--- src/mcr_pkg.sv ---
// ----------------------------------------------------------------------------
// Midpoint circle rasterizer package
// Shared constants for the front, queue and back modules.
// ----------------------------------------------------------------------------
package mcr_pkg;

    localparam int DEF_COORD_BITS = 10;
    localparam int QUEUE_DEPTH    = 2;
    localparam int PIX_PER_POINT  = 8;

    localparam logic MODE_START = 1'b0;
    localparam logic MODE_STEP  = 1'b1;

endpackage

--- src/mcr_queue.sv ---
// ----------------------------------------------------------------------------
// Point queue
// Small register queue that carries point jobs from the front to the back.
// ----------------------------------------------------------------------------
module mcr_queue #(
    parameter int WIDTH = 41,
    parameter int DEPTH = 2
) (
    input  logic             clk,
    input  logic             rst_n,
    input  logic             push,
    input  logic [WIDTH-1:0] push_data,
    output logic             full,
    input  logic             pop,
    output logic             not_empty,
    output logic [WIDTH-1:0] pop_data
);
    localparam int PTR_W = (DEPTH > 1) ? $clog2(DEPTH) : 1;
    localparam int CNT_W = $clog2(DEPTH + 1);

    logic [WIDTH-1:0] entry_reg [DEPTH];
    logic [PTR_W-1:0] wr_ptr_reg;
    logic [PTR_W-1:0] wr_ptr_next;
    logic [PTR_W-1:0] rd_ptr_reg;
    logic [PTR_W-1:0] rd_ptr_next;
    logic [CNT_W-1:0] count_reg;
    logic [CNT_W-1:0] count_next;
    logic             do_push;
    logic             do_pop;

    assign full      = (count_reg == CNT_W'(DEPTH));
    assign not_empty = (count_reg != '0);
    assign pop_data  = entry_reg[rd_ptr_reg];
    assign do_push   = push && !full;
    assign do_pop    = pop && not_empty;

    always_comb
    begin
        wr_ptr_next = wr_ptr_reg;
        rd_ptr_next = rd_ptr_reg;
        count_next  = count_reg;
        if (do_push)
        begin
            wr_ptr_next = (wr_ptr_reg == PTR_W'(DEPTH - 1)) ? '0 : wr_ptr_reg + 1'b1;
        end
        if (do_pop)
        begin
            rd_ptr_next = (rd_ptr_reg == PTR_W'(DEPTH - 1)) ? '0 : rd_ptr_reg + 1'b1;
        end
        if (do_push && !do_pop)
        begin
            count_next = count_reg + 1'b1;
        end
        else if (do_pop && !do_push)
        begin
            count_next = count_reg - 1'b1;
        end
    end

    always_ff @(posedge clk or negedge rst_n)
    begin
        if (!rst_n)
        begin
            wr_ptr_reg <= '0;
            rd_ptr_reg <= '0;
            count_reg  <= '0;
        end
        else
        begin
            wr_ptr_reg <= wr_ptr_next;
            rd_ptr_reg <= rd_ptr_next;
            count_reg  <= count_next;
        end
    end

    always_ff @(posedge clk)
    begin
        if (do_push)
        begin
            entry_reg[wr_ptr_reg] <= push_data;
        end
    end

    a_count_bound: assert property (@(posedge clk) disable iff (!rst_n)
        count_reg <= CNT_W'(DEPTH))
        else $error("queue count exceeds its depth");

    a_count_track: assert property (@(posedge clk) disable iff (!rst_n)
        (do_push && !do_pop) |=> (count_reg == $past(count_reg) + 1'b1))
        else $error("queue count did not follow a push");

endmodule

--- src/mcr_front.sv ---
// ----------------------------------------------------------------------------
// Rasterizer front end
// Accepts start and step words, walks the octant and queues each point.
// ----------------------------------------------------------------------------
module mcr_front #(
    parameter int COORD_BITS = 10
) (
    input  logic                      clk,
    input  logic                      rst_n,
    input  logic                      in_valid,
    output logic                      in_stall,
    input  logic                      mode,
    input  logic [COORD_BITS-1:0]     center_x,
    input  logic [COORD_BITS-1:0]     center_y,
    input  logic [COORD_BITS-1:0]     radius,
    output logic                      push,
    output logic [4*COORD_BITS:0]     push_data,
    input  logic                      queue_full
);
    import mcr_pkg::*;

    localparam int DEC_W = COORD_BITS + 3;

    logic [COORD_BITS-1:0] cx_reg;
    logic [COORD_BITS-1:0] cx_next;
    logic [COORD_BITS-1:0] cy_reg;
    logic [COORD_BITS-1:0] cy_next;
    logic [COORD_BITS-1:0] x_reg;
    logic [COORD_BITS-1:0] x_next;
    logic [COORD_BITS-1:0] y_reg;
    logic [COORD_BITS-1:0] y_next;
    logic [DEC_W-1:0]      dec_reg;
    logic [DEC_W-1:0]      dec_next;
    logic                  active_reg;
    logic                  active_next;
    logic                  accept;
    logic                  final_point;
    logic [DEC_W-1:0]      x2;
    logic [DEC_W-1:0]      y2;

    assign in_stall    = queue_full;
    assign accept      = in_valid && !in_stall;
    assign final_point = !(y_reg > x_reg);
    assign push        = accept && (mode == MODE_STEP) && active_reg;
    assign push_data   = {cx_reg, cy_reg, x_reg, y_reg, final_point};
    assign x2          = {2'b00, x_reg, 1'b0};
    assign y2          = {2'b00, y_reg, 1'b0};

    always_comb
    begin
        cx_next     = cx_reg;
        cy_next     = cy_reg;
        x_next      = x_reg;
        y_next      = y_reg;
        dec_next    = dec_reg;
        active_next = active_reg;
        if (accept && (mode == MODE_START))
        begin
            cx_next     = center_x;
            cy_next     = center_y;
            x_next      = '0;
            y_next      = radius;
            dec_next    = DEC_W'(1) - {3'b000, radius};
            active_next = 1'b1;
        end
        else if (push)
        begin
            if (final_point)
            begin
                active_next = 1'b0;
            end
            else
            begin
                if (dec_reg[DEC_W-1])
                begin
                    dec_next = dec_reg + x2 + DEC_W'(3);
                end
                else
                begin
                    dec_next = dec_reg + x2 - y2 + DEC_W'(5);
                    y_next   = y_reg - 1'b1;
                end
                x_next = x_reg + 1'b1;
            end
        end
    end

    always_ff @(posedge clk or negedge rst_n)
    begin
        if (!rst_n)
        begin
            cx_reg     <= '0;
            cy_reg     <= '0;
            x_reg      <= '0;
            y_reg      <= '0;
            dec_reg    <= '0;
            active_reg <= 1'b0;
        end
        else
        begin
            cx_reg     <= cx_next;
            cy_reg     <= cy_next;
            x_reg      <= x_next;
            y_reg      <= y_next;
            dec_reg    <= dec_next;
            active_reg <= active_next;
        end
    end

    a_final_idles: assert property (@(posedge clk) disable iff (!rst_n)
        (push && final_point) |=> !active_reg)
        else $error("walk stayed active after its final point");

    a_step_advances: assert property (@(posedge clk) disable iff (!rst_n)
        (push && !final_point) |=> (x_reg == $past(x_reg) + 1'b1))
        else $error("x did not advance after a step");

endmodule

--- src/mcr_back.sv ---
// ----------------------------------------------------------------------------
// Rasterizer back end
// Each queued point yields eight symmetric pixels, one per unstalled cycle.
// ----------------------------------------------------------------------------
module mcr_back #(
    parameter int COORD_BITS = 10
) (
    input  logic                         clk,
    input  logic                         rst_n,
    input  logic                         job_avail,
    input  logic [4*COORD_BITS:0]        job_data,
    output logic                         job_pop,
    output logic                         out_valid,
    input  logic                         out_stall,
    output logic signed [COORD_BITS+1:0] pixel_x,
    output logic signed [COORD_BITS+1:0] pixel_y,
    output logic                         last_of_point,
    output logic                         circle_done
);
    import mcr_pkg::*;

    localparam int IDX_W = $clog2(PIX_PER_POINT);
    localparam int PIX_W = COORD_BITS + 2;

    logic                  job_valid_reg;
    logic                  job_valid_next;
    logic [4*COORD_BITS:0] job_reg;
    logic [IDX_W-1:0]      idx_reg;
    logic [IDX_W-1:0]      idx_next;
    logic                  out_valid_reg;
    logic                  out_valid_next;
    logic [PIX_W-1:0]      px_reg;
    logic [PIX_W-1:0]      py_reg;
    logic                  last_reg;
    logic                  done_reg;
    logic                  advance;
    logic                  idx_last;
    logic [COORD_BITS-1:0] h;
    logic [COORD_BITS-1:0] k;
    logic [COORD_BITS-1:0] jx;
    logic [COORD_BITS-1:0] jy;
    logic                  jfinal;
    logic [COORD_BITS-1:0] a;
    logic [COORD_BITS-1:0] b;
    logic [PIX_W-1:0]      px_calc;
    logic [PIX_W-1:0]      py_calc;

    assign {h, k, jx, jy, jfinal} = job_reg;
    assign advance  = job_valid_reg && (!out_valid_reg || !out_stall);
    assign idx_last = (idx_reg == IDX_W'(PIX_PER_POINT - 1));
    assign job_pop  = job_avail && (!job_valid_reg || (advance && idx_last));

    assign a       = idx_reg[IDX_W-1] ? jy : jx;
    assign b       = idx_reg[IDX_W-1] ? jx : jy;
    assign px_calc = idx_reg[0] ? ({2'b00, h} - {2'b00, a}) : ({2'b00, h} + {2'b00, a});
    assign py_calc = idx_reg[1] ? ({2'b00, k} - {2'b00, b}) : ({2'b00, k} + {2'b00, b});

    always_comb
    begin
        job_valid_next = job_valid_reg;
        idx_next       = idx_reg;
        if (advance)
        begin
            idx_next = idx_last ? '0 : idx_reg + 1'b1;
            if (idx_last)
            begin
                job_valid_next = 1'b0;
            end
        end
        if (job_pop)
        begin
            job_valid_next = 1'b1;
        end
        if (advance)
        begin
            out_valid_next = 1'b1;
        end
        else if (out_stall)
        begin
            out_valid_next = out_valid_reg;
        end
        else
        begin
            out_valid_next = 1'b0;
        end
    end

    always_ff @(posedge clk or negedge rst_n)
    begin
        if (!rst_n)
        begin
            job_valid_reg <= 1'b0;
            idx_reg       <= '0;
            out_valid_reg <= 1'b0;
        end
        else
        begin
            job_valid_reg <= job_valid_next;
            idx_reg       <= idx_next;
            out_valid_reg <= out_valid_next;
        end
    end

    always_ff @(posedge clk)
    begin
        if (job_pop)
        begin
            job_reg <= job_data;
        end
        if (advance)
        begin
            px_reg   <= px_calc;
            py_reg   <= py_calc;
            last_reg <= idx_last;
            done_reg <= idx_last && jfinal;
        end
    end

    assign out_valid     = out_valid_reg;
    assign pixel_x       = $signed(px_reg);
    assign pixel_y       = $signed(py_reg);
    assign last_of_point = last_reg;
    assign circle_done   = done_reg;

    a_done_is_last: assert property (@(posedge clk) disable iff (!rst_n)
        (out_valid_reg && done_reg) |-> last_reg)
        else $error("circle done flagged on a pixel that does not end a point");

    a_idx_idle: assert property (@(posedge clk) disable iff (!rst_n)
        !job_valid_reg |-> (idx_reg == '0))
        else $error("pixel index not at zero with no point loaded");

endmodule

--- src/midpoint_circle_rasterizer.sv ---
// ----------------------------------------------------------------------------
// Midpoint circle rasterizer
// Start words load a circle; step words emit the eight symmetric pixels of
// the current octant point and advance the walk.
// ----------------------------------------------------------------------------
// The first pixel of a step word passes the point queue, the back end's job
// register and its pixel output register; the other seven follow at one pixel
// per cycle while out_stall is low, over the single pixel output port.
// Words are taken while the queue has room; start and idle step words produce
// no pixel. Reset clears the walk state, point queue and output valid at once.
// ----------------------------------------------------------------------------
module midpoint_circle_rasterizer #(
    parameter int COORD_BITS = mcr_pkg::DEF_COORD_BITS
) (
    input  logic                         clk,
    input  logic                         rst_n,
    input  logic                         in_valid,
    output logic                         in_stall,
    input  logic                         mode,
    input  logic [COORD_BITS-1:0]        center_x,
    input  logic [COORD_BITS-1:0]        center_y,
    input  logic [COORD_BITS-1:0]        radius,
    output logic                         out_valid,
    input  logic                         out_stall,
    output logic signed [COORD_BITS+1:0] pixel_x,
    output logic signed [COORD_BITS+1:0] pixel_y,
    output logic                         last_of_point,
    output logic                         circle_done
);
    import mcr_pkg::*;

    localparam int JOB_W = 4 * COORD_BITS + 1;

    logic             push;
    logic [JOB_W-1:0] push_data;
    logic             queue_full;
    logic             pop;
    logic             queue_not_empty;
    logic [JOB_W-1:0] pop_data;

    mcr_front #(
        .COORD_BITS (COORD_BITS)
    ) u_front (
        .clk        (clk),
        .rst_n      (rst_n),
        .in_valid   (in_valid),
        .in_stall   (in_stall),
        .mode       (mode),
        .center_x   (center_x),
        .center_y   (center_y),
        .radius     (radius),
        .push       (push),
        .push_data  (push_data),
        .queue_full (queue_full)
    );

    mcr_queue #(
        .WIDTH (JOB_W),
        .DEPTH (QUEUE_DEPTH)
    ) u_queue (
        .clk       (clk),
        .rst_n     (rst_n),
        .push      (push),
        .push_data (push_data),
        .full      (queue_full),
        .pop       (pop),
        .not_empty (queue_not_empty),
        .pop_data  (pop_data)
    );

    mcr_back #(
        .COORD_BITS (COORD_BITS)
    ) u_back (
        .clk           (clk),
        .rst_n         (rst_n),
        .job_avail     (queue_not_empty),
        .job_data      (pop_data),
        .job_pop       (pop),
        .out_valid     (out_valid),
        .out_stall     (out_stall),
        .pixel_x       (pixel_x),
        .pixel_y       (pixel_y),
        .last_of_point (last_of_point),
        .circle_done   (circle_done)
    );

endmodule

--- config.mk ---
export PLATFORM = sky130hd
export DESIGN_NAME = midpoint_circle_rasterizer
export DESIGN_NICKNAME = d
export VERILOG_FILES = /design/src/mcr_pkg.sv /design/src/mcr_queue.sv /design/src/mcr_front.sv /design/src/mcr_back.sv /design/src/midpoint_circle_rasterizer.sv
export SDC_FILE = /design/constraint.sdc
export NUM_CORES = 1
export LEC_CHECK = 0
export BUFFER_PORTS_ARGS = -buffer_cell sky130_fd_sc_hd__buf_2
export CORE_ASPECT_RATIO = 0.6
export CORE_UTILIZATION = 43
export CTS_CLUSTER_SIZE = 25
export DETAILED_ROUTE_END_ITERATION = 10
export HOLD_SLACK_MARGIN = 0.03
export PLACE_DENSITY = 0.58
export SYNTH_ARGS = -nofsm -noshare
export SYNTH_HDL_FRONTEND = slang
export SYNTH_SLANG_ARGS = --single-unit
export TNS_END_PERCENT = 1
--- constraint.sdc ---
create_clock -name clk -period 4.6 [get_ports clk]
set_input_delay 0.23 -clock clk [delete_from_list [all_inputs] [get_ports clk]]
set_output_delay 0.23 -clock clk [all_outputs]
set_load 0.02 [all_outputs]
# After elaboration in Yosys (flattened, before gate mapping)
# Memories as Yosys holds them, arrays and structs flattened. A register that Yosys moved wholly into a read port is not among the register bits.
# Cells that the tools add are included.
dict set report totals {
  word_cells 101
  ram_bits 82
  mem_count 1
  out_inout_bits 28
  reg_bits 89
  inputBits 35
}
dict set report classes {
  bitwise_logic 1
  eq_ne 5
  n_addsub 16
  muxes 30
  reduce_logical 31
  order_cmp 1
}
# memory words word_bits rd rd_clocked_by_memory_dff write_ports line
set mem_list {}
lappend mem_list {u_queue.entry_reg 2 41 1 1 1 mcr_queue.sv:21} ;# logic [WIDTH-1:0] entry_reg [DEPTH];
# operator count
set op_table {}
lappend op_table {{two-way mux 10 bit} 9}
lappend op_table {{two-way mux 13 bit} 4}
lappend op_table {{two-way mux 12 bit} 2}
lappend op_table {{adder 10 x 10 -> 11 bit} 2}
lappend op_table {{subtractor 10 x 10 -> 11 bit} 2}
lappend op_table {{adder 13 x 11 -> 13 bit} 1}
lappend op_table {{adder 13 x 2 -> 13 bit, second input constant} 1}
lappend op_table {{adder 13 x 3 -> 13 bit, second input constant} 1}
lappend op_table {{subtractor 13 x 11 -> 13 bit} 1}
lappend op_table {{logical AND 1 bit} 12}
lappend op_table {{two-way mux 1 bit} 12}
lappend op_table {{nonzero test 2 bit} 6}
lappend op_table {{subtractor 1 x 10 -> 11 bit, first input constant} 1}
lappend op_table {{adder 10 x 1 -> 10 bit, second input constant} 1}
lappend op_table {{greater-than comparator 10 bit} 1}
lappend op_table {{subtractor 10 x 1 -> 10 bit, second input constant} 1}
lappend op_table {{zero test 1 bit} 7}
lappend op_table {{AND reduction 2 bit} 3}
lappend op_table {{two-way mux 2 bit} 2}
lappend op_table {{!= test 2 bit, second input constant} 2}
lappend op_table {{adder 3 x 1 -> 3 bit, second input constant} 1}
lappend op_table {{== test 3 bit, second input constant} 1}
lappend op_table {{two-way mux 3 bit} 1}
lappend op_table {{AND reduction 3 bit} 1}
lappend op_table {{other kinds (7)} 9}

# Logic depth before layout (Yosys ltp)
dict set report logic_depth {
  ltp_word 10
  mapped_depth 17
  mapped_depth_nobuf 17
}

# Modules after synthesis
# A second synthesis with hierarchy kept.
dict set report unflattened {
  hier_cells 1055
  hier_area_um2 12067.8
}
# module seq_area_each_um2 cells_per_inst n_inst area_per_inst_um2
set by_module_without_submodules {}
lappend by_module_without_submodules {mcr_front 1351.3 542 1 4420.5}
lappend by_module_without_submodules {mcr_back 2137.0 366 1 4285.4}
lappend by_module_without_submodules {mcr_queue 2562.5 147 1 3362.0}

# Worst setup path before layout
# No wires, ideal clock.
dict set report synth_path {
  path_type {flip-flop to flip-flop}
  start {register u_queue.count_reg[1]}
  end {memory u_queue.entry_reg[0][0] (enable)}
  setup_time_ns 0.490
  setup_slack_ns 0.418
  stages_incl_launch_ff 4
  n_path_buf 0
  arrival_ns 3.692
  synth_period_minus_slack_ns 4.182
  path_cell_list {dfrtp_1 -> nor2b_1 -> nand2b_1 -> nor3_1}
}
dict set report synth_via {
  elab_chain_cells 8
}
# item line
set synth_lines {}
lappend synth_lines {{start: declaration} mcr_queue.sv:26} ;# logic [CNT_W-1:0] count_reg;
lappend synth_lines {{start signal: assignment} mcr_queue.sv:72} ;# count_reg <= count_next;
lappend synth_lines {{== test 2 bit (*)} mcr_queue.sv:31} ;# assign full = (count_reg == CNT_W'(DEPTH));
lappend synth_lines {{net in_stall} midpoint_circle_rasterizer.sv:18} ;# output logic in_stall,
lappend synth_lines {{zero test 1 bit (*)} {mcr_queue.sv:34, mcr_front.sv:42}}
lappend synth_lines {{logical AND 1 bit} mcr_front.sv:42} ;# assign accept = in_valid && !in_stall;
lappend synth_lines {{logical AND 1 bit (2 in a row)} mcr_front.sv:44} ;# assign push = accept && (mode == MODE_STEP) && active_reg;
lappend synth_lines {{logical AND 1 bit (*)} mcr_queue.sv:34} ;# assign do_push = push && !full;
lappend synth_lines {{two-way mux 1 bit (*)} mcr_queue.sv:78} ;# if (do_push)
lappend synth_lines {{two-way mux 1 bit (not written as such) (*)} mcr_queue.sv:80} ;# entry_reg[wr_ptr_reg] <= push_data;
lappend synth_lines {{end: declaration} mcr_queue.sv:21}
# The timed path passes the listed nets; every way through them passes the cells marked *.

# Worst setup path in the final report
dict set report layout_path {
  start {register u_front.x_reg[1]}
  end {register u_front.dec_reg[12]}
}
dict set report layout_via {
  elab_chain_cells 7
}
# item line
set layout_lines {}
lappend layout_lines {{start: declaration} mcr_front.sv:28} ;# logic [COORD_BITS-1:0] x_reg;
lappend layout_lines {{start signal: assignment} mcr_front.sv:103} ;# x_reg <= x_next;
lappend layout_lines {{adder 13 x 11 -> 13 bit} {mcr_front.sv:76, mcr_front.sv:80}}
lappend layout_lines {{subtractor 13 x 11 -> 13 bit} mcr_front.sv:80} ;# dec_next = dec_reg + x2 - y2 + DEC_W'(5);
lappend layout_lines {{adder 13 x 3 -> 13 bit} mcr_front.sv:80}
lappend layout_lines {{two-way mux 13 bit} mcr_front.sv:74} ;# if (dec_reg[DEC_W-1])
lappend layout_lines {{two-way mux 13 bit} mcr_front.sv:68} ;# if (final_point)
lappend layout_lines {{two-way mux 13 bit} mcr_front.sv:66} ;# else if (push)
lappend layout_lines {{two-way mux 13 bit} mcr_front.sv:57} ;# if (accept && (mode == MODE_START))
lappend layout_lines {{end signal: assignment} mcr_front.sv:105} ;# dec_reg <= dec_next;
lappend layout_lines {{end: declaration} mcr_front.sv:32} ;# logic [DEC_W-1:0] dec_reg;
# Several ways; a longest one is shown, not always the timed one. The select of a mux whose other input is x is not followed.
# A chain may end at the register's enable or synchronous reset.

==> summary.md <==
| Metric | Value |
|---|---|
| Count of input and output buffers | `62` |
| Std-Cell Core Area | `approximately 26000 um^2` |
| Cell occurring most often along the worst timing path | `ha_1` |
| Routability-driven placement congestion ratio | `0.825` |
| Required @ worst endpoint | `between 5000 and 6000 ps` |
| Gr ovfl total | `0` |
| Clock Skews | `19.5 ps` |
| Initial DRC Count | `approximately 400` |
| Primary flip-flop cell chosen by synthesis mapping | `edfxtp_1` |
| EDFF count, synth | `~150` |
| Worst relative slew slack | `21.2%` |
| Max-cap violation count | `0` |
| Longest Clk Path Bufs | `3` |
| Count of pins over their slew limit | `0` |
| Sequential fraction of the synthesis area | `between 50% and 60%` |
| Most common cell after layout, fill and taps aside | `edfxtp_1` |
| Startpoint Class | `register` |
| Total count of hold-check failures in the final report | `0` |
| Time the worst path needs with I/O delays and setup | `about 4200 ps` |
| Number of buffers and inverters on the critical path | `0` |
| DRC violations left | `0` |
| Vias | `between 7000 and 8000` |
| Initial standard-cell utilization of the core | `44.1%` |
| RSZ-0062 raised after global routing | `false` |
| Cells along the critical path | `ha_1, a21o_1, a311o_1, a2111oi_2, o21ai_1, a21oi_1, xnor2_1, ha_1, ha_1, or3_1, o21ai_0, a21oi_1, xnor3_1, nand2_1, a31oi_1` |
| R2r setup slk | `between 400 and 500 ps` |
| Cell Area, Synth | `roughly 11000 um^2` |
| Vias in the first global route | `between 6000 and 7000` |
| Type of the worst min-delay path | `primary input to register` |
| Pin count of the biggest net entering global routing | `43` |
| Crit path max fanout | `8` |
| Area growth from synthesis to layout | `15.7%` |
| Initial antenna violation count | `1` |
| Final-layout setup total negative slack | `0 ps` |
| Clock buffer count from CTS | `22` |
| Die height | `roughly 130 um` |
| Average wire per standard cell | `17.9 um` |
| Crit-path slowest cell | `dfrtp_1` |
| Post-route clock period utilization | `about nine tenths` |
| Fraction of final layout cells sized beyond drive strength 1 | `between 10% and 20%` |
| I/O pin cnt | `63` |
| Transition time of the tightest slew-check pin | `between 1000 and 1500 ps` |
| Fill cells | `~2200` |
| Vias per cell | `5.09` |
| Proportion of synthesized flip-flops having asynchronous set or reset | `slightly below 30%` |
| N_diodes | `0` |
| Total cell area at the placement stage | `around 12000 um^2` |
| Combined global-route utilization of all metal layers | `a little under a fifth` |
| Critical Path Max Stage Delay | `470 ps` |
| Synthesized area per cell | `about 12 um^2` |
| Net count, final | `about 1200` |
| Half-perimeter wire length of the detailed placement result | `approximately 18 mm` |
| Endpoints failing setup | `0` |
| Fmax achieved | `roughly 240 MHz` |
| Number of instances in the synthesized netlist | `about 940` |
| Register cell area after layout | `6050 um^2` |
| Die Span X | `approximately 210 um` |
| Highest-count cells in the layout ignoring fill and taps | `edfxtp_1 (149), nand2_1 (110), ha_1 (91)` |
| Post-route cell area | `13000 um^2` |
| Area occupied by multi-input gates | `between 4000 and 5000 um^2` |
| Die area | `26800 um^2` |
| Antenna-violating nets left | `0` |
| Final setup slack of the worst path | `between 400 and 500 ps` |
| CTS tree | `yes` |
| Number of optimization iterations in the first detailed-route pass | `4` |
| First-pass GRT wire length | `approximately 39 mm` |
| Flops & latches, synth | `212` |
| Detailed Route WL | `around 25 mm` |
| H-tree level count | `1` |
| Result of the run | `finished, final reports clean` |
| Total leakage power | `around 0.0054 uW` |
| Arrival time at the worst endpoint | `4590 ps` |
| Worst-case setup slack after placement | `between 500 and 600 ps` |
| Yosys warns | `0` |
| PwrDens | `around 680 nW/um^2` |
| Number of flip-flops in the largest register | `~80` |
| Clock tree root buffer cell | `clkbuf_16` |
| Worst Path Class, Setup | `register to register` |
| Cell Rows | `45` |
| Clock Sinks | `212` |
| IR Drop Worst-Case VDD | `approximately 0.33 mV` |
| Clock insertion delay at the later pin of the skew report | `between 500 and 600 ps` |
| Post_cts resized | `0` |
| Kind of cell adding the most delay to the critical path | `compound AO/OA/AOI/OAI gates` |
| Library cells used by synthesis | `~60` |
| Syn_nets | `about 1100` |
| Clock transition at the registers of the reported paths | `around 70 ps` |
| Endpoint type of the worst setup path | `register` |
## power by group
group	switching, uW	total [uW]	internal [uW]
combinational	2250	3970	1730
sequential	383	3110	2720
clock	772	1770	1000
## logic make-up after synthesis
logic type      after synthesis  share of synthesized area [%]
compound gates              161                           9.22
xor+xnor                     71                           5.65
buf+inv                     109                           3.67
flops                       212                           53.8
fa+ha+maj                    97                           11.2
mux                          80                           7.62
simple gates                211                           8.85
## worst reg2reg max path: stages (launching register included)
cell and delay, ps:
dfrtp_1 470, ha_1 330, a21o_1 190, a311o_1 410, a2111oi_2 460, o21ai_1 160
a21oi_1 200, xnor2_1 240, ha_1 310, ha_1 350, or3_1 340, o21ai_0 100
a21oi_1 70, xnor3_1 210, nand2_1 60, a31oi_1 150
## metrics by stage
stage | instances | util (%) | total power (uW) | hold slack, ps
floorplan | 941 | - | 5990 | -65.6
global placement | 1340 | 47.1 | 7000 | 419
global route | 1409 | 51.0 | 9480 | 60.0
CTS | 1409 | 51.0 | 8900 | 38.0
finish | 1409 | 51.0 | 8860 | 58.9
detailed placement | 1340 | 47.1 | 7070 | 423
## cell type report
cell class / count / share of cell area, %
tap: 352 / 3.39
inverter: 81 / 2.34
multi-input combinational: 620 / 36.9
timing repair buffer: 104 / 5.37
sequential: 212 / 46.5
clock buffer: 23 / 4.26
clock inverter: 17 / 1.25
## worst paths after layout
path	cells after the start	startpoint	endpoint
min reg2reg	0	u_front.cx_reg[0]	u_queue.entry_reg[0][31]
max	15	u_front.x_reg[1]	u_front.dec_reg[12]
max reg2reg	15	u_front.x_reg[1]	u_front.dec_reg[12]
min in group asynchronous	2	rst_n	u_front.y_reg[0]
max in group asynchronous	3	rst_n	u_front.cy_reg[5]
min	3	radius[5]	u_front.y_reg[5]
## Yosys cell counts, drive strengths merged, types with 11 or more instances
cell	n	area, um^2
clkbuf	23	86.3
dfrtp	63	1580
o21ai	34	170
a21oi	46	230
nor2	34	130
o21bai	24	180
nand2	110	413
xor2	13	114
ha	91	1140
mux2	45	507
nor3	11	60.1
mux2i	35	350
inv	81	304
a21o	11	82.6
edfxtp	149	4470
xnor2	57	499
## layer usage
| metal | global-route usage, % | share of wire [%] |
|---|---|---|
| met5 | 0 | 0 |
| met4 | 2.98 | 1.2 |
| met3 | 4.60 | 5.7 |
| met2 | 24.6 | 37 |
| met1 | 31.9 | 56 |
## what timing repair did
action	in CTS	in global routing
hold buffers	29	0
hold endpoints to repair	66	0
buffers inserted	0	0
Power figures use the tool's default switching activity.
